--- config.mk ---
export PLATFORM = sky130hd
export DESIGN_NAME = sd_card_spi_host_engine_unit_flat
export DESIGN_NICKNAME = d
export VERILOG_FILES = /design/src/hdl/sdspi_pkg.sv /design/src/hdl/sdspi_if.sv /design/src/hdl/sd_card_spi_host_engine_unit.sv /design/src/hdl/sdspi_front.sv /design/src/hdl/sdspi_back.sv /design/src/flat_wrapper.sv
export SDC_FILE = /design/constraint.sdc
export NUM_CORES = 1
export LEC_CHECK = 0
export BUFFER_PORTS_ARGS = -buffer_cell sky130_fd_sc_hd__buf_4
export CAP_MARGIN = 5
export CORE_MARGIN = 2
export CORE_UTILIZATION = 62
export DETAILED_ROUTE_END_ITERATION = 8
export GPL_TIMING_DRIVEN = 0
export PLACE_DENSITY_LB_ADDON = 0.3
export SLEW_MARGIN = 15
export SYNTH_ARGS = -nofsm -noshare
export SYNTH_HDL_FRONTEND = slang
export SYNTH_SLANG_ARGS = --single-unit
--- constraint.sdc ---
create_clock -name clk -period 6.6 [get_ports clk]
set_clock_uncertainty 0.2 [all_clocks]
set_input_delay 1.32 -clock clk [delete_from_list [all_inputs] [get_ports clk]]
set_output_delay 1.32 -clock clk [all_outputs]
set_load 0.03 [all_outputs]
--- src/hdl/sdspi_pkg.sv ---
`timescale 1ns / 1ps
// ----------------------------------------------------------------------------
// SD card SPI host engine package
// Types, widths and helpers shared by the host engine modules.
// ----------------------------------------------------------------------------
package sdspi_pkg;

  localparam int BLOCK_BYTES = 512;
  localparam int BC_W = $clog2(BLOCK_BYTES + 4);

  // Configuration register indexes.
  localparam logic [2:0] REG_INIT_TO  = 3'd0;
  localparam logic [2:0] REG_READ_TO  = 3'd1;
  localparam logic [2:0] REG_WRITE_TO = 3'd2;
  localparam logic [2:0] REG_ERASE_TO = 3'd3;
  localparam logic [2:0] REG_FLUSH_TO = 3'd4;
  localparam logic [2:0] REG_TRIES    = 3'd5;
  localparam logic [2:0] REG_PROTECT  = 3'd6;

  // Input command codes.
  localparam logic [1:0] CMD_REQUEST = 2'd0;
  localparam logic [1:0] CMD_BYTE    = 2'd1;
  localparam logic [1:0] CMD_TICK    = 2'd2;

  // Word classes as seen by the back end.
  localparam logic [1:0] CLS_REQUEST = 2'd0;
  localparam logic [1:0] CLS_BYTE    = 2'd1;
  localparam logic [1:0] CLS_TICK    = 2'd2;

  typedef struct packed {
    logic [1:0]  command;
    logic [1:0]  op;
    logic [31:0] block_addr;
    logic [31:0] last_block;
    logic [7:0]  rx_byte;
    logic [7:0]  wr_byte;
  } in_item_t;

  typedef struct packed {
    logic        tx_valid;
    logic [7:0]  tx_byte;
    logic        cs_low;
    logic        rd_valid;
    logic [7:0]  rd_byte;
    logic        wr_ready;
    logic        done_res;
    logic        ok;
    logic [3:0]  error_code;
    logic [1:0]  card_type;
  } out_item_t;

  typedef struct packed {
    logic [1:0]  cls;
    logic [1:0]  op;
    logic [31:0] block_addr;
    logic [31:0] last_block;
    logic [7:0]  rx_byte;
    logic [7:0]  wr_byte;
  } q_item_t;

  // Byte b of the six-byte command frame.
  function automatic logic [7:0] cmd_byte(input logic [2:0] b, input logic [5:0] idx,
                                          input logic [31:0] arg);
    logic [7:0] r;
    case (b)
      3'd0: r = {2'b01, idx};
      3'd1: r = arg[31:24];
      3'd2: r = arg[23:16];
      3'd3: r = arg[15:8];
      3'd4: r = arg[7:0];
      default: begin
        if (idx == 6'd0) r = 8'h95;
        else if (idx == 6'd8) r = 8'h87;
        else r = 8'hff;
      end
    endcase
    return r;
  endfunction

endpackage

--- src/hdl/sdspi_if.sv ---
`timescale 1ns / 1ps
// ----------------------------------------------------------------------------
// SD card SPI host engine channels
// Valid/ready channels for input words, result words and register writes.
// ----------------------------------------------------------------------------
interface sdspi_in_if;
  import sdspi_pkg::*;
  logic     valid;
  logic     ready;
  in_item_t data;
  modport source (output valid, output data, input ready);
  modport sink (input valid, input data, output ready);
endinterface

interface sdspi_out_if;
  import sdspi_pkg::*;
  logic      valid;
  logic      ready;
  out_item_t data;
  modport source (output valid, output data, input ready);
  modport sink (input valid, input data, output ready);
endinterface

interface sdspi_cfg_if;
  logic        valid;
  logic        ready;
  logic [2:0]  index;
  logic [15:0] data;
  modport source (output valid, output index, output data, input ready);
  modport sink (input valid, input index, input data, output ready);
endinterface

--- src/hdl/sd_card_spi_host_engine_unit.sv ---
`timescale 1ns / 1ps
// ----------------------------------------------------------------------------
// SD card SPI host engine
// Byte-level SPI-mode host sequencer for init, block read, write and erase.
// ----------------------------------------------------------------------------
//  Channel  Direction  Carries
//  item     in         host request, received SPI byte or millisecond tick
//  result   out        next transfer, read data, write-data request, completion
//  cfg      in         register index and write data, always ready
//
// A new word may enter every cycle while the queue has room; words pass through
// a two-entry queue, and the sequencer's result sits in an output register, so
// the input can still fill the queue while one result waits to be taken.
// Reset is synchronous and returns the sequencer to idle with default registers.
module sd_card_spi_host_engine_unit (
  input  logic        clk,
  input  logic        rst,
  sdspi_in_if.sink    item,
  sdspi_out_if.source result,
  sdspi_cfg_if.sink   cfg
);
  import sdspi_pkg::*;

  logic    q_valid;
  logic    q_pop;
  q_item_t q_head;

  sdspi_front u_front (
    .clk    (clk),
    .rst    (rst),
    .item   (item),
    .q_valid(q_valid),
    .q_head (q_head),
    .q_pop  (q_pop)
  );

  sdspi_back u_back (
    .clk    (clk),
    .rst    (rst),
    .q_valid(q_valid),
    .q_head (q_head),
    .q_pop  (q_pop),
    .cfg    (cfg),
    .result (result)
  );

endmodule

--- src/hdl/sdspi_front.sv ---
`timescale 1ns / 1ps
// ----------------------------------------------------------------------------
// SD card SPI host engine front end
// Accepts input words, classifies them and holds them in a two-entry queue.
// ----------------------------------------------------------------------------
module sdspi_front (
  input  logic              clk,
  input  logic              rst,
  sdspi_in_if.sink          item,
  output logic              q_valid,
  output sdspi_pkg::q_item_t q_head,
  input  logic              q_pop
);
  import sdspi_pkg::*;

  q_item_t    slots [2];
  logic       wp;
  logic       rp;
  logic [1:0] count;
  logic       push;
  q_item_t    cls_item;

  assign item.ready = (count != 2'd2);
  assign push = item.valid && item.ready;
  assign q_valid = (count != 2'd0);
  assign q_head = slots[rp];

  always_comb begin
    cls_item.op = item.data.op;
    cls_item.block_addr = item.data.block_addr;
    cls_item.last_block = item.data.last_block;
    cls_item.rx_byte = item.data.rx_byte;
    cls_item.wr_byte = item.data.wr_byte;
    case (item.data.command)
      CMD_REQUEST: cls_item.cls = CLS_REQUEST;
      CMD_BYTE:    cls_item.cls = CLS_BYTE;
      default:     cls_item.cls = CLS_TICK;
    endcase
  end

  always_ff @(posedge clk) begin
    if (push) begin
      slots[wp] <= cls_item;
    end
  end

  always_ff @(posedge clk) begin
    if (rst) begin
      wp <= 1'b0;
      rp <= 1'b0;
      count <= 2'd0;
    end else begin
      if (push) wp <= ~wp;
      if (q_pop) rp <= ~rp;
      count <= count + {1'b0, push} - {1'b0, q_pop};
    end
  end

endmodule

--- src/hdl/sdspi_back.sv ---
`timescale 1ns / 1ps
// ----------------------------------------------------------------------------
// SD card SPI host engine back end
// Runs the card sequences one queued word at a time and registers the result.
// ----------------------------------------------------------------------------
module sdspi_back (
  input  logic               clk,
  input  logic               rst,
  input  logic               q_valid,
  input  sdspi_pkg::q_item_t q_head,
  output logic               q_pop,
  sdspi_cfg_if.sink          cfg,
  sdspi_out_if.source        result
);
  import sdspi_pkg::*;

  localparam logic [3:0] P_IDLE = 4'd0, P_CLOCKS = 4'd1, P_FLUSH = 4'd2, P_SEND = 4'd3;
  localparam logic [3:0] P_RESP = 4'd4, P_R7 = 4'd5, P_OCR = 4'd6, P_START = 4'd7;
  localparam logic [3:0] P_DATA = 4'd8, P_CSD = 4'd9, P_CRC = 4'd10, P_WDATA = 4'd11;
  localparam logic [3:0] P_BUSY = 4'd12, P_STAT2 = 4'd13;

  localparam logic [3:0] A_CMD0 = 4'd0, A_CMD8 = 4'd1, A_CMD55 = 4'd2, A_ACMD41 = 4'd3;
  localparam logic [3:0] A_CMD58 = 4'd4, A_CMD17 = 4'd5, A_CMD24 = 4'd6, A_CMD13 = 4'd7;
  localparam logic [3:0] A_CMD9 = 4'd8, A_CMD32 = 4'd9, A_CMD33 = 4'd10, A_CMD38 = 4'd11;

  localparam logic [1:0] OP_INIT = 2'd0, OP_READ = 2'd1, OP_WRITE = 2'd2;
  localparam logic [1:0] CK_SD1 = 2'd1, CK_SD2 = 2'd2, CK_SDHC = 2'd3;

  localparam logic [3:0] E_CMD0 = 4'd1, E_CMD8 = 4'd2, E_ACMD41 = 4'd3, E_CMD58 = 4'd4;
  localparam logic [3:0] E_CMD17 = 4'd5, E_CMD24 = 4'd6, E_WR_TO = 4'd7, E_PROG = 4'd8;
  localparam logic [3:0] E_NO_ERASE = 4'd9, E_ERASE = 4'd10, E_ERASE_TO = 4'd11;
  localparam logic [3:0] E_BLOCK0 = 4'd12, E_GENERAL = 4'd15;

  localparam logic [BC_W-1:0] BC_LAST = BC_W'(BLOCK_BYTES);
  localparam logic [BC_W-1:0] BC_RESP = BC_W'(BLOCK_BYTES + 3);

  // Configuration registers.
  logic [15:0] init_to, read_to, write_to, erase_to, flush_to;
  logic [7:0]  tries;
  logic        protect;

  // Sequencer state.
  logic [3:0]      phase, phase_next;
  logic [1:0]      card_kind, card_kind_next;
  logic [7:0]      last_status, last_status_next;
  logic [15:0]     ms_elapsed, ms_elapsed_next;
  logic [15:0]     flush_ms, flush_ms_next;
  logic [BC_W-1:0] byte_count, byte_count_next;
  logic [7:0]      retry_count, retry_count_next;
  logic [5:0]      cmd_index, cmd_index_next;
  logic [31:0]     cmd_argument, cmd_argument_next;
  logic [31:0]     erase_end_addr, erase_end_addr_next;
  logic [31:0]     erase_start_addr, erase_start_addr_next;
  logic            erase_enabled, erase_enabled_next;
  logic [3:0]      after_step, after_step_next;
  logic [1:0]      req_op, req_op_next;

  logic        out_valid;
  out_item_t   out_data;

  out_item_t   r;
  logic        emit;
  logic        sc_go, fl_go, fin_go, pl_go;
  logic [5:0]  sc_idx;
  logic [31:0] sc_arg;
  logic [3:0]  sc_after;
  logic [3:0]  fl_err;
  logic [BC_W-1:0] bc_inc;
  logic [7:0]  rx;

  function automatic logic [31:0] to_addr(input logic [1:0] ck, input logic [31:0] blk);
    return (ck == CK_SDHC) ? blk : {blk[22:0], 9'd0};
  endfunction

  assign cfg.ready = 1'b1;
  assign q_pop = q_valid && (!out_valid || result.ready);
  assign result.valid = out_valid;
  assign result.data = out_data;
  assign bc_inc = byte_count + 1'b1;
  assign rx = q_head.rx_byte;

  always_ff @(posedge clk) begin
    if (rst) begin
      init_to <= 16'd2000;
      read_to <= 16'd300;
      write_to <= 16'd600;
      erase_to <= 16'd10000;
      flush_to <= 16'd300;
      tries <= 8'd255;
      protect <= 1'b0;
    end else if (cfg.valid) begin
      case (cfg.index)
        REG_INIT_TO:  init_to <= cfg.data;
        REG_READ_TO:  read_to <= cfg.data;
        REG_WRITE_TO: write_to <= cfg.data;
        REG_ERASE_TO: erase_to <= cfg.data;
        REG_FLUSH_TO: flush_to <= cfg.data;
        REG_TRIES:    tries <= cfg.data[7:0];
        REG_PROTECT:  protect <= cfg.data[0];
        default: ;
      endcase
    end
  end

  always_comb begin
    phase_next = phase;
    card_kind_next = card_kind;
    last_status_next = last_status;
    ms_elapsed_next = ms_elapsed;
    flush_ms_next = flush_ms;
    byte_count_next = byte_count;
    retry_count_next = retry_count;
    cmd_index_next = cmd_index;
    cmd_argument_next = cmd_argument;
    erase_end_addr_next = erase_end_addr;
    erase_start_addr_next = erase_start_addr;
    erase_enabled_next = erase_enabled;
    after_step_next = after_step;
    req_op_next = req_op;
    r = '0;
    emit = 1'b0;
    sc_go = 1'b0;
    fl_go = 1'b0;
    fin_go = 1'b0;
    pl_go = 1'b0;
    sc_idx = 6'd0;
    sc_arg = 32'd0;
    sc_after = A_CMD0;
    fl_err = 4'd0;

    case (q_head.cls)
      CLS_REQUEST: begin
        if (phase == P_IDLE) begin
          req_op_next = q_head.op;
          case (q_head.op)
            OP_INIT: begin
              card_kind_next = 2'd0;
              ms_elapsed_next = 16'd0;
              byte_count_next = '0;
              phase_next = P_CLOCKS;
              emit = 1'b1;
              r.tx_valid = 1'b1;
              r.tx_byte = 8'hff;
            end
            OP_READ: begin
              sc_go = 1'b1; sc_idx = 6'd17; sc_after = A_CMD17;
              sc_arg = to_addr(card_kind, q_head.block_addr);
            end
            OP_WRITE: begin
              if (protect && q_head.block_addr == 32'd0) begin
                fl_go = 1'b1; fl_err = E_BLOCK0;
              end else begin
                sc_go = 1'b1; sc_idx = 6'd24; sc_after = A_CMD24;
                sc_arg = to_addr(card_kind, q_head.block_addr);
              end
            end
            default: begin
              erase_start_addr_next = q_head.block_addr;
              erase_end_addr_next = q_head.last_block;
              erase_enabled_next = 1'b0;
              sc_go = 1'b1; sc_idx = 6'd9; sc_after = A_CMD9;
            end
          endcase
        end
      end
      CLS_BYTE: begin
        case (phase)
          P_CLOCKS: begin
            byte_count_next = bc_inc;
            if (bc_inc < BC_W'(10)) begin
              emit = 1'b1;
              r.tx_valid = 1'b1;
              r.tx_byte = 8'hff;
            end else begin
              ms_elapsed_next = 16'd0;
              sc_go = 1'b1; sc_idx = 6'd0; sc_after = A_CMD0;
            end
          end
          P_FLUSH: begin
            if (rx == 8'hff || flush_ms >= flush_to) begin
              phase_next = P_SEND;
              byte_count_next = '0;
              emit = 1'b1;
              r.tx_valid = 1'b1;
              r.cs_low = 1'b1;
              r.tx_byte = cmd_byte(3'd0, cmd_index, cmd_argument);
            end else begin
              pl_go = 1'b1;
            end
          end
          P_SEND: begin
            byte_count_next = bc_inc;
            if (bc_inc < BC_W'(6)) begin
              emit = 1'b1;
              r.tx_valid = 1'b1;
              r.cs_low = 1'b1;
              r.tx_byte = cmd_byte(bc_inc[2:0], cmd_index, cmd_argument);
            end else begin
              phase_next = P_RESP;
              retry_count_next = 8'd0;
              pl_go = 1'b1;
            end
          end
          P_RESP: begin
            last_status_next = rx;
            if (rx[7] && retry_count != tries) begin
              retry_count_next = retry_count + 8'd1;
              pl_go = 1'b1;
            end else begin
              // The response just polled decides the next step.
              case (after_step)
                A_CMD0: begin
                  if (rx == 8'h01) begin
                    sc_go = 1'b1; sc_idx = 6'd8; sc_arg = 32'h1aa; sc_after = A_CMD8;
                  end else if (ms_elapsed > init_to) begin
                    fl_go = 1'b1; fl_err = E_CMD0;
                  end else begin
                    sc_go = 1'b1; sc_idx = 6'd0; sc_after = A_CMD0;
                  end
                end
                A_CMD8: begin
                  if (rx[2]) begin
                    card_kind_next = CK_SD1;
                    sc_go = 1'b1; sc_idx = 6'd55; sc_after = A_CMD55;
                  end else begin
                    phase_next = P_R7;
                    byte_count_next = '0;
                    pl_go = 1'b1;
                  end
                end
                A_CMD55: begin
                  sc_go = 1'b1; sc_idx = 6'd41; sc_after = A_ACMD41;
                  sc_arg = (card_kind == CK_SD2) ? 32'h4000_0000 : 32'd0;
                end
                A_ACMD41: begin
                  if (rx == 8'h00) begin
                    if (card_kind == CK_SD2) begin
                      sc_go = 1'b1; sc_idx = 6'd58; sc_after = A_CMD58;
                    end else begin
                      fin_go = 1'b1;
                    end
                  end else if (ms_elapsed > init_to) begin
                    fl_go = 1'b1; fl_err = E_ACMD41;
                  end else begin
                    sc_go = 1'b1; sc_idx = 6'd55; sc_after = A_CMD55;
                  end
                end
                A_CMD58: begin
                  if (rx != 8'h00) begin
                    fl_go = 1'b1; fl_err = E_CMD58;
                  end else begin
                    phase_next = P_OCR;
                    byte_count_next = '0;
                    pl_go = 1'b1;
                  end
                end
                A_CMD17, A_CMD9: begin
                  if (rx != 8'h00) begin
                    fl_go = 1'b1;
                    fl_err = (after_step == A_CMD17) ? E_CMD17 : E_NO_ERASE;
                  end else begin
                    phase_next = P_START;
                    ms_elapsed_next = 16'd0;
                    pl_go = 1'b1;
                  end
                end
                A_CMD24: begin
                  if (rx != 8'h00) begin
                    fl_go = 1'b1; fl_err = E_CMD24;
                  end else begin
                    phase_next = P_WDATA;
                    byte_count_next = '0;
                    emit = 1'b1;
                    r.tx_valid = 1'b1;
                    r.tx_byte = 8'hfe;
                    r.cs_low = 1'b1;
                    r.wr_ready = 1'b1;
                  end
                end
                A_CMD13: begin
                  if (rx != 8'h00) begin
                    fl_go = 1'b1; fl_err = E_PROG;
                  end else begin
                    phase_next = P_STAT2;
                    pl_go = 1'b1;
                  end
                end
                A_CMD32: begin
                  if (rx != 8'h00) begin
                    fl_go = 1'b1; fl_err = E_ERASE;
                  end else begin
                    sc_go = 1'b1; sc_idx = 6'd33; sc_after = A_CMD33;
                    sc_arg = to_addr(card_kind, erase_end_addr);
                  end
                end
                A_CMD33: begin
                  if (rx != 8'h00) begin
                    fl_go = 1'b1; fl_err = E_ERASE;
                  end else begin
                    sc_go = 1'b1; sc_idx = 6'd38; sc_after = A_CMD38;
                  end
                end
                default: begin
                  if (rx != 8'h00) begin
                    fl_go = 1'b1; fl_err = E_ERASE;
                  end else begin
                    phase_next = P_BUSY;
                    ms_elapsed_next = 16'd0;
                    pl_go = 1'b1;
                  end
                end
              endcase
            end
          end
          P_R7: begin
            byte_count_next = bc_inc;
            last_status_next = rx;
            if (bc_inc < BC_W'(4)) begin
              pl_go = 1'b1;
            end else if (rx != 8'haa) begin
              fl_go = 1'b1; fl_err = E_CMD8;
            end else begin
              card_kind_next = CK_SD2;
              sc_go = 1'b1; sc_idx = 6'd55; sc_after = A_CMD55;
            end
          end
          P_OCR: begin
            if (byte_count == '0 && rx[7:6] == 2'b11) card_kind_next = CK_SDHC;
            byte_count_next = bc_inc;
            if (bc_inc < BC_W'(4)) pl_go = 1'b1;
            else fin_go = 1'b1;
          end
          P_START: begin
            last_status_next = rx;
            if (rx == 8'hff) begin
              if (ms_elapsed > read_to) begin
                fl_go = 1'b1;
                fl_err = (req_op == OP_READ) ? E_GENERAL : E_NO_ERASE;
              end else begin
                pl_go = 1'b1;
              end
            end else if (rx != 8'hfe) begin
              fl_go = 1'b1;
              fl_err = (req_op == OP_READ) ? E_GENERAL : E_NO_ERASE;
            end else begin
              phase_next = (req_op == OP_READ) ? P_DATA : P_CSD;
              byte_count_next = '0;
              pl_go = 1'b1;
            end
          end
          P_DATA: begin
            byte_count_next = bc_inc;
            if (bc_inc >= BC_LAST) begin
              phase_next = P_CRC;
              byte_count_next = '0;
            end
            emit = 1'b1;
            r.tx_valid = 1'b1;
            r.tx_byte = 8'hff;
            r.cs_low = 1'b1;
            r.rd_valid = 1'b1;
            r.rd_byte = rx;
          end
          P_CSD: begin
            // The erase-enable bit sits in byte ten of the CSD.
            if (byte_count == BC_W'(10)) erase_enabled_next = rx[6];
            byte_count_next = bc_inc;
            if (bc_inc >= BC_W'(16)) begin
              phase_next = P_CRC;
              byte_count_next = '0;
            end
            pl_go = 1'b1;
          end
          P_CRC: begin
            byte_count_next = bc_inc;
            if (bc_inc < BC_W'(2)) begin
              pl_go = 1'b1;
            end else if (req_op == OP_READ) begin
              fin_go = 1'b1;
            end else if (!erase_enabled) begin
              fl_go = 1'b1; fl_err = E_NO_ERASE;
            end else begin
              sc_go = 1'b1; sc_idx = 6'd32; sc_after = A_CMD32;
              sc_arg = to_addr(card_kind, erase_start_addr);
            end
          end
          P_WDATA: begin
            if (byte_count >= BC_RESP) begin
              last_status_next = rx;
              if (rx[4:0] != 5'h05) begin
                fl_go = 1'b1; fl_err = E_GENERAL;
              end else begin
                phase_next = P_BUSY;
                ms_elapsed_next = 16'd0;
                pl_go = 1'b1;
              end
            end else begin
              byte_count_next = bc_inc;
              if (bc_inc <= BC_LAST) begin
                emit = 1'b1;
                r.tx_valid = 1'b1;
                r.tx_byte = q_head.wr_byte;
                r.cs_low = 1'b1;
                r.wr_ready = (bc_inc < BC_LAST);
              end else begin
                pl_go = 1'b1;
              end
            end
          end
          P_BUSY: begin
            if (rx == 8'hff) begin
              if (req_op == OP_WRITE) begin
                sc_go = 1'b1; sc_idx = 6'd13; sc_after = A_CMD13;
              end else begin
                fin_go = 1'b1;
              end
            end else if (req_op == OP_WRITE && ms_elapsed >= write_to) begin
              fl_go = 1'b1; fl_err = E_WR_TO;
            end else if (req_op != OP_WRITE && ms_elapsed >= erase_to) begin
              fl_go = 1'b1; fl_err = E_ERASE_TO;
            end else begin
              pl_go = 1'b1;
            end
          end
          P_STAT2: begin
            if (rx != 8'h00) begin
              fl_go = 1'b1; fl_err = E_PROG;
            end else begin
              fin_go = 1'b1;
            end
          end
          default: ;
        endcase
      end
      default: begin
        if (ms_elapsed != 16'hffff) ms_elapsed_next = ms_elapsed + 16'd1;
        if (flush_ms != 16'hffff) flush_ms_next = flush_ms + 16'd1;
      end
    endcase

    if (sc_go) begin
      cmd_index_next = sc_idx;
      cmd_argument_next = sc_arg;
      after_step_next = sc_after;
      flush_ms_next = 16'd0;
      phase_next = P_FLUSH;
      pl_go = 1'b1;
    end
    if (fl_go) begin
      phase_next = P_IDLE;
      last_status_next = {4'd0, fl_err};
      emit = 1'b1;
      r.done_res = 1'b1;
      r.error_code = fl_err;
    end
    if (fin_go) begin
      phase_next = P_IDLE;
      emit = 1'b1;
      r.done_res = 1'b1;
      r.ok = 1'b1;
    end
    if (pl_go) begin
      emit = 1'b1;
      r.tx_valid = 1'b1;
      r.tx_byte = 8'hff;
      r.cs_low = 1'b1;
    end
    r.card_type = card_kind_next;
  end

  always_ff @(posedge clk) begin
    if (rst) begin
      phase <= P_IDLE;
      card_kind <= 2'd0;
      last_status <= 8'd0;
      ms_elapsed <= 16'd0;
      flush_ms <= 16'd0;
      byte_count <= '0;
      retry_count <= 8'd0;
      cmd_index <= 6'd0;
      cmd_argument <= 32'd0;
      erase_end_addr <= 32'd0;
      erase_start_addr <= 32'd0;
      erase_enabled <= 1'b0;
      after_step <= A_CMD0;
      req_op <= OP_INIT;
      out_valid <= 1'b0;
    end else begin
      // A popped word that emits a result fills the output register; otherwise a waiting result holds until taken.
      out_valid <= (q_pop && emit) || (out_valid && !result.ready);
      if (q_pop) begin
        phase <= phase_next;
        card_kind <= card_kind_next;
        last_status <= last_status_next;
        ms_elapsed <= ms_elapsed_next;
        flush_ms <= flush_ms_next;
        byte_count <= byte_count_next;
        retry_count <= retry_count_next;
        cmd_index <= cmd_index_next;
        cmd_argument <= cmd_argument_next;
        erase_end_addr <= erase_end_addr_next;
        erase_start_addr <= erase_start_addr_next;
        erase_enabled <= erase_enabled_next;
        after_step <= after_step_next;
        req_op <= req_op_next;
      end
    end
  end

  always_ff @(posedge clk) begin
    if (q_pop && emit) out_data <= r;
  end

endmodule

--- src/flat_wrapper.sv ---
// flat-port wrapper written by rule: the top's interface ports become plain ports
module sd_card_spi_host_engine_unit_flat import sdspi_pkg::*;
  (clk, rst, item_valid, item_data, item_ready, result_valid, result_data, result_ready, cfg_valid, cfg_index, cfg_data, cfg_ready);
  sdspi_in_if item_i ();
  sdspi_out_if result_i ();
  sdspi_cfg_if cfg_i ();
  input  logic clk;
  input  logic rst;
  input wire logic [$bits(item_i.valid)-1:0] item_valid;
  input wire logic [$bits(item_i.data)-1:0] item_data;
  output wire logic [$bits(item_i.ready)-1:0] item_ready;
  output wire logic [$bits(result_i.valid)-1:0] result_valid;
  output wire logic [$bits(result_i.data)-1:0] result_data;
  input wire logic [$bits(result_i.ready)-1:0] result_ready;
  input wire logic [$bits(cfg_i.valid)-1:0] cfg_valid;
  input wire logic [$bits(cfg_i.index)-1:0] cfg_index;
  input wire logic [$bits(cfg_i.data)-1:0] cfg_data;
  output wire logic [$bits(cfg_i.ready)-1:0] cfg_ready;
  assign item_i.valid = item_valid;
  assign item_i.data = item_data;
  assign item_ready = item_i.ready;
  assign result_valid = result_i.valid;
  assign result_data = result_i.data;
  assign result_i.ready = result_ready;
  assign cfg_i.valid = cfg_valid;
  assign cfg_i.index = cfg_index;
  assign cfg_i.data = cfg_data;
  assign cfg_ready = cfg_i.ready;
  sd_card_spi_host_engine_unit u_core (.clk(clk), .rst(rst), .item(item_i), .result(result_i), .cfg(cfg_i));
endmodule
======== After elaboration in Yosys (flattened, before gate mapping) ========
Memory sizes are Yosys's and may differ from the RTL's. A register that Yosys moved wholly into a read port is not among the register bits.
Cells that the tools add are included.
cells by class
  add/subtract/negate cells ............... 6
  reductions and logical operators ........ 60
  order comparisons ....................... 14
  eq/ne operators ......................... 96
  multiplexer cells ....................... 276
  bitwise operators ....................... 3
operators with widths
  kind                                                             count
  32-bit two-way mux                                               10
  4-bit two-way mux                                                50
  16-bit two-way mux                                               12
  32-bit one-hot mux with 2 select lines                           3
  10-bit two-way mux                                               18
  32-bit one-hot mux with 3 select lines                           1
  1-bit two-way mux                                                93
  4-bit one-hot mux with 7 select lines                            3
  6-bit two-way mux                                                12
  10-bit one-hot mux with 7 select lines                           1
  6-bit inequality test, second input constant                     10
  9-bit one-hot mux with 6 select lines                            1
  16-bit greater-or-equal comparator                               3
  16-bit one-hot mux with 3 select lines                           1
  4-bit one-hot mux with 6 select lines                            2
  9-bit two-way mux                                                5
  7-bit inequality test, second input constant                     6
  10-bit one-hot mux with 2 select lines                           2
  8-bit one-hot mux with 5 select lines                            1
  4-bit == test, second input constant                             9
  6-bit one-hot mux with 6 select lines                            1
  16-bit by 1-bit adder with 16-bit output, second input constant  2
  4-bit by 3-bit == test with 1-bit output, second input constant  8
  16-bit greater-than comparator                                   2
  87 further kinds                                                 199
word-level totals
  bits in writable memories ............... 168
  input bits .............................. 108
  output and inout port bits .............. 31
  memories ................................ 1
  flip-flop bits (word level) ............. 287
memories
  name                  words  bits a word  rd ports  clocked after memory_dff  write ports  RTL line           RTL
  u_core.u_front.slots  2      84           1         1                         1            sdspi_front.sv:16  q_item_t slots [2];

======== Depth between registers and ports, before layout ========
  depth after elaboration ................. 12
  depth in mapped cells ................... 15
  mapped depth without buffers ............ 11

======== Hierarchy ========
Synthesis repeated with hierarchy kept, for this count alone.
unflattened totals
  cell total of the unflattened synthesis .. 2427
  area, all modules ....................... 22755.6 um^2
modules (own cells, without submodules)
  module       times used  area an instance (um^2)  cells an instance  seq. area each (um^2)
  sdspi_back   1           16435.8                  2136               5945.7
  sdspi_front  1           6319.8                   291                5144.9

======== Worst setup path after synthesis ========
OpenSTA, ideal clock, no wires.
  kind .................................... in2reg
  start point ............................. input item_valid
  end point ............................... memory u_core.u_front.slots[0][0] in the netlist's numbering (enable)
  path buffers ............................ 0
  arrival time ............................ 4.926 ns
  required time ........................... 5.873 ns
  stages .................................. 2
  setup slack ............................. 0.946 ns
  cell sequence ........................... nand2_1 -> nor2_1
on the way
  cells in the longest elaborated chain, start to end .. 3
ends and longest elaborated chain
  item                                     RTL line           RTL
  from (decl)                              flat_wrapper.sv:9  input wire logic [$bits(item_i.valid)-1:0] item_valid;
  1-bit logical AND                        sdspi_front.sv:24  assign push = item.valid && item.ready;
  1-bit two-way mux                        sdspi_front.sv:42  if (push) begin
  1-bit two-way mux (not written as such)  sdspi_front.sv:43  slots[wp] <= cls_item;
  to (decl)                                sdspi_front.sv:16
Every way passes these cells.

==> run_results.csv <==
group,metric,value,unit
place,place_area,25000,µm²
run_status,status,"finished, final reports clean",
pwr,ir_worst_vdd,0.000289,V
cells_and_area,final_cells,3112,
cts,clockBufferDepth,3,
timing,hold_viol,0,
synth,synth-edff-count,196,
timing,finalCritPeriodShare,0.764,
timing,tightest_slew,1.17,ns
pwr,power.leakage,9.60,nW
place,gp_congestion,1.02,
flow_run,drv_cap,0,
drt,num_vias,20500,
drt,first_iter_violations,2075,
cells_and_area,utilization,0.720,
setup_path,cp_max_fo,20,
cts,cts_sinks,456,
place,place_ws,1.71,ns
setup_path,criticalPathCategory,"reg -> reg",
drt,drt-wirelength-per-cell,23.9,µm
timing,min_period,5.04,ns
synth,seq_area_frac_synth,0.477,
synth,synth_area_leader_cell,"edfxtp_1",
drt,drt_wl_total,74.2,mm
cts,cts_hold_buf,0,
global_route,grt.total_usage,0.378,
global_route,grt_pass1_vias,19700,
place,dpl.hpwl,56.4,mm
synth,yosysWarnings,0,
setup_path,worstSetupEndpointType,"register",
drt,dr.pass1.iters,8,
floorplanning,io_pins,139,
synth,syn_area,23200,µm²
setup_path,required,6.75,ns
setup_path,crit_arrival,5.19,ns
timing,setup_slack,1.56,ns
cells_and_area,finish.instance_area,26500,µm²
synth,synth-seq-cells,456,
floorplanning,fp.dieW,198,µm
global_route,grt-ovfl-total,0,
place,io_buffers,136,
timing,max_freq,198,MHz
synth,syn-instance-count,2416,
synth,synthesis.nets,2621,
cts,htree_levels,2,
timing,hold_slack,0.256,ns
synth,yosysTopAreaCellShare,0.253,
floorplanning,initial_core_util,0.631,
pwr,power_density,313,nW/µm²
synth,synthArstFlopShare,0,
timing,finalSetupViolCount,0,
cells_and_area,most-common-layout-cells,"280 x nand2_1, 260 x dfxtp_1, 223 x nor2_1, 196 x edfxtp_1, 176 x a21oi_1",
cells_and_area,n_antenna_cell,0,
cts,ctsResizeCount,0,
place,place_inst,3026,
floorplanning,coreArea,36800,µm²
timing,fin_setup_tns,0,ns
drt,ant_nets,0,
floorplanning,die_height,198,µm
timing,drv_slew,0,
worst_hold_path,hp-class,"reg -> reg",
synth,synthTopCellsByArea,"edfxtp_1 25%, dfxtp_1 22%, mux2i_1 5.4%",
cells_and_area,final_common_cell,"nand2_1",
timing,rsz0062_at_grt,"no",
global_route,grt_antenna_before_repair,0,
floorplanning,die_area,39000,µm²
synth,synth_cell_type_count,88,
cts,root_buffer,"clkbuf_16",
synth,ys.flop_type,"dfxtp_1",
cts,cts_setup_buffers,0,
global_route,grt_pass1_wl,112,mm
drt,vias_per_cell,6.58,
cts,clkTransAtPathRegs,0.06,ns
timing,maxSlewHeadroom,0.216,
cts,cts_tree,"built",
cts,clk_latency,0.62,ns
cells_and_area,drive_gt1_frac,0.105,
global_route,grt_max_degree,60,
cells_and_area,fin_nets,2811,
synth,avgSynthCellArea,9.61,µm²
setup_path,worst_setup_path_start_kind,"register",
floorplanning,rows,70,
cts,cts_buffers,46,
cells_and_area,syn2layout_area_growth,14.0,%
pwr,total_power,8.30,mW
drt,drcViolationCount,0,
==> cell usage after synthesis (35+ instances only) <==
| library cell | number |
|---|---|
| a22oi_1 | 39 |
| o21ai_0 | 73 |
| mux2i_1 | 126 |
| nand2_1 | 280 |
| nand3_1 | 45 |
| ha_1 | 97 |
| o211ai_1 | 43 |
| nor3_1 | 72 |
| a21oi_1 | 177 |
| edfxtp_1 | 196 |
| a211oi_1 | 103 |
| clkbuf_1 | 112 |
| o22ai_1 | 35 |
| nor2_1 | 224 |
| dfxtp_1 | 260 |
| inv_1 | 102 |
==> metal layers <==
layer  track usage  wire, µm  vias up
met5             0         0        -
met4         0.235      5170        0
met3        0.0592      5660      294
met2         0.628     34700     1035
met1         0.464     28700     9835
li1              -         -     9320
==> critical path: stages, from the launching register on <==
cell	delay, ns
dfxtp_1	0.45
buf_2	0.39
buf_2	0.39
buf_2	0.44
mux2_2	0.48
inv_1	0.14
ha_1	0.31
o2111ai_1	0.38
nor2_1	0.21
nor2_1	0.12
nor4b_2	0.73
a21oi_4	0.25
buf_16	0.25
==> registers in the layout (all words and copies together) (netlist names), 6 cells and up, named ones only <==
signal                          cells
u_core.u_back.flush_ms             16
u_core.u_back.result.data          28
u_core.u_back.cmd_argument         32
u_core.u_back.read_to              16
u_core.u_back.flush_to             16
u_core.u_back.erase_start_addr     32
u_core.u_back.byte_count           10
u_core.u_back.init_to              16
u_core.u_back.ms_elapsed           16
u_core.u_back.tries                 8
u_core.u_front.slots              168
u_core.u_back.write_to             16
u_core.u_back.erase_to             16
u_core.u_back.erase_end_addr       32
u_core.u_back.cmd_index             6
u_core.u_back.retry_count           8
==> where the power goes <==
part           leakage [nW]  switching (mW)  internal (mW)
Combinational          4.95            1.47          0.739
Sequential             3.94           0.219           3.30
Clock                 0.709            1.15           1.42
Total                  9.60            2.84           5.47
==> path summary, 6_finish.rpt <==
kind / end / cells after the start / start / slack, ns
max: u_core.u_back.result.data[3]$_SDFFCE_PN0P_ / 12 / register / 1.56
min: u_core.u_back.init_to[1]$_SDFFE_PP0P_ / 2 / u_core.u_back.init_to[1]$_SDFFE_PP0P_ / 0.26
max reg2reg: u_core.u_back.result.data[3]$_SDFFCE_PN0P_ / 12 / register / 1.56
min reg2reg: u_core.u_back.init_to[1]$_SDFFE_PP0P_ / 2 / u_core.u_back.init_to[1]$_SDFFE_PP0P_ / 0.26
==> cells by family after synthesis <==
family	after synthesis	share of synthesized area
flops	456	0.477
mux	158	0.0790
simple gates	806	0.161
compound gates	605	0.173
buf+inv	248	0.0409
xor+xnor	45	0.0170
other cells	1	0.000161
fa+ha+maj	97	0.0522
==> area by class of cell <==
| type | count | area (µm²) |
|---|---|---|
| clock buffer | 65 | 1290 |
| tap | 468 | 586 |
| buffer | 145 | 563 |
| clock inverter | 21 | 193 |
| sequential | 456 | 11100 |
| fill | 2738 | 10300 |
| inverter | 103 | 387 |
| timing repair buffer | 142 | 1150 |
| multi-input combinational | 1712 | 11200 |
No activity file was read; power rests on OpenSTA's default activity.
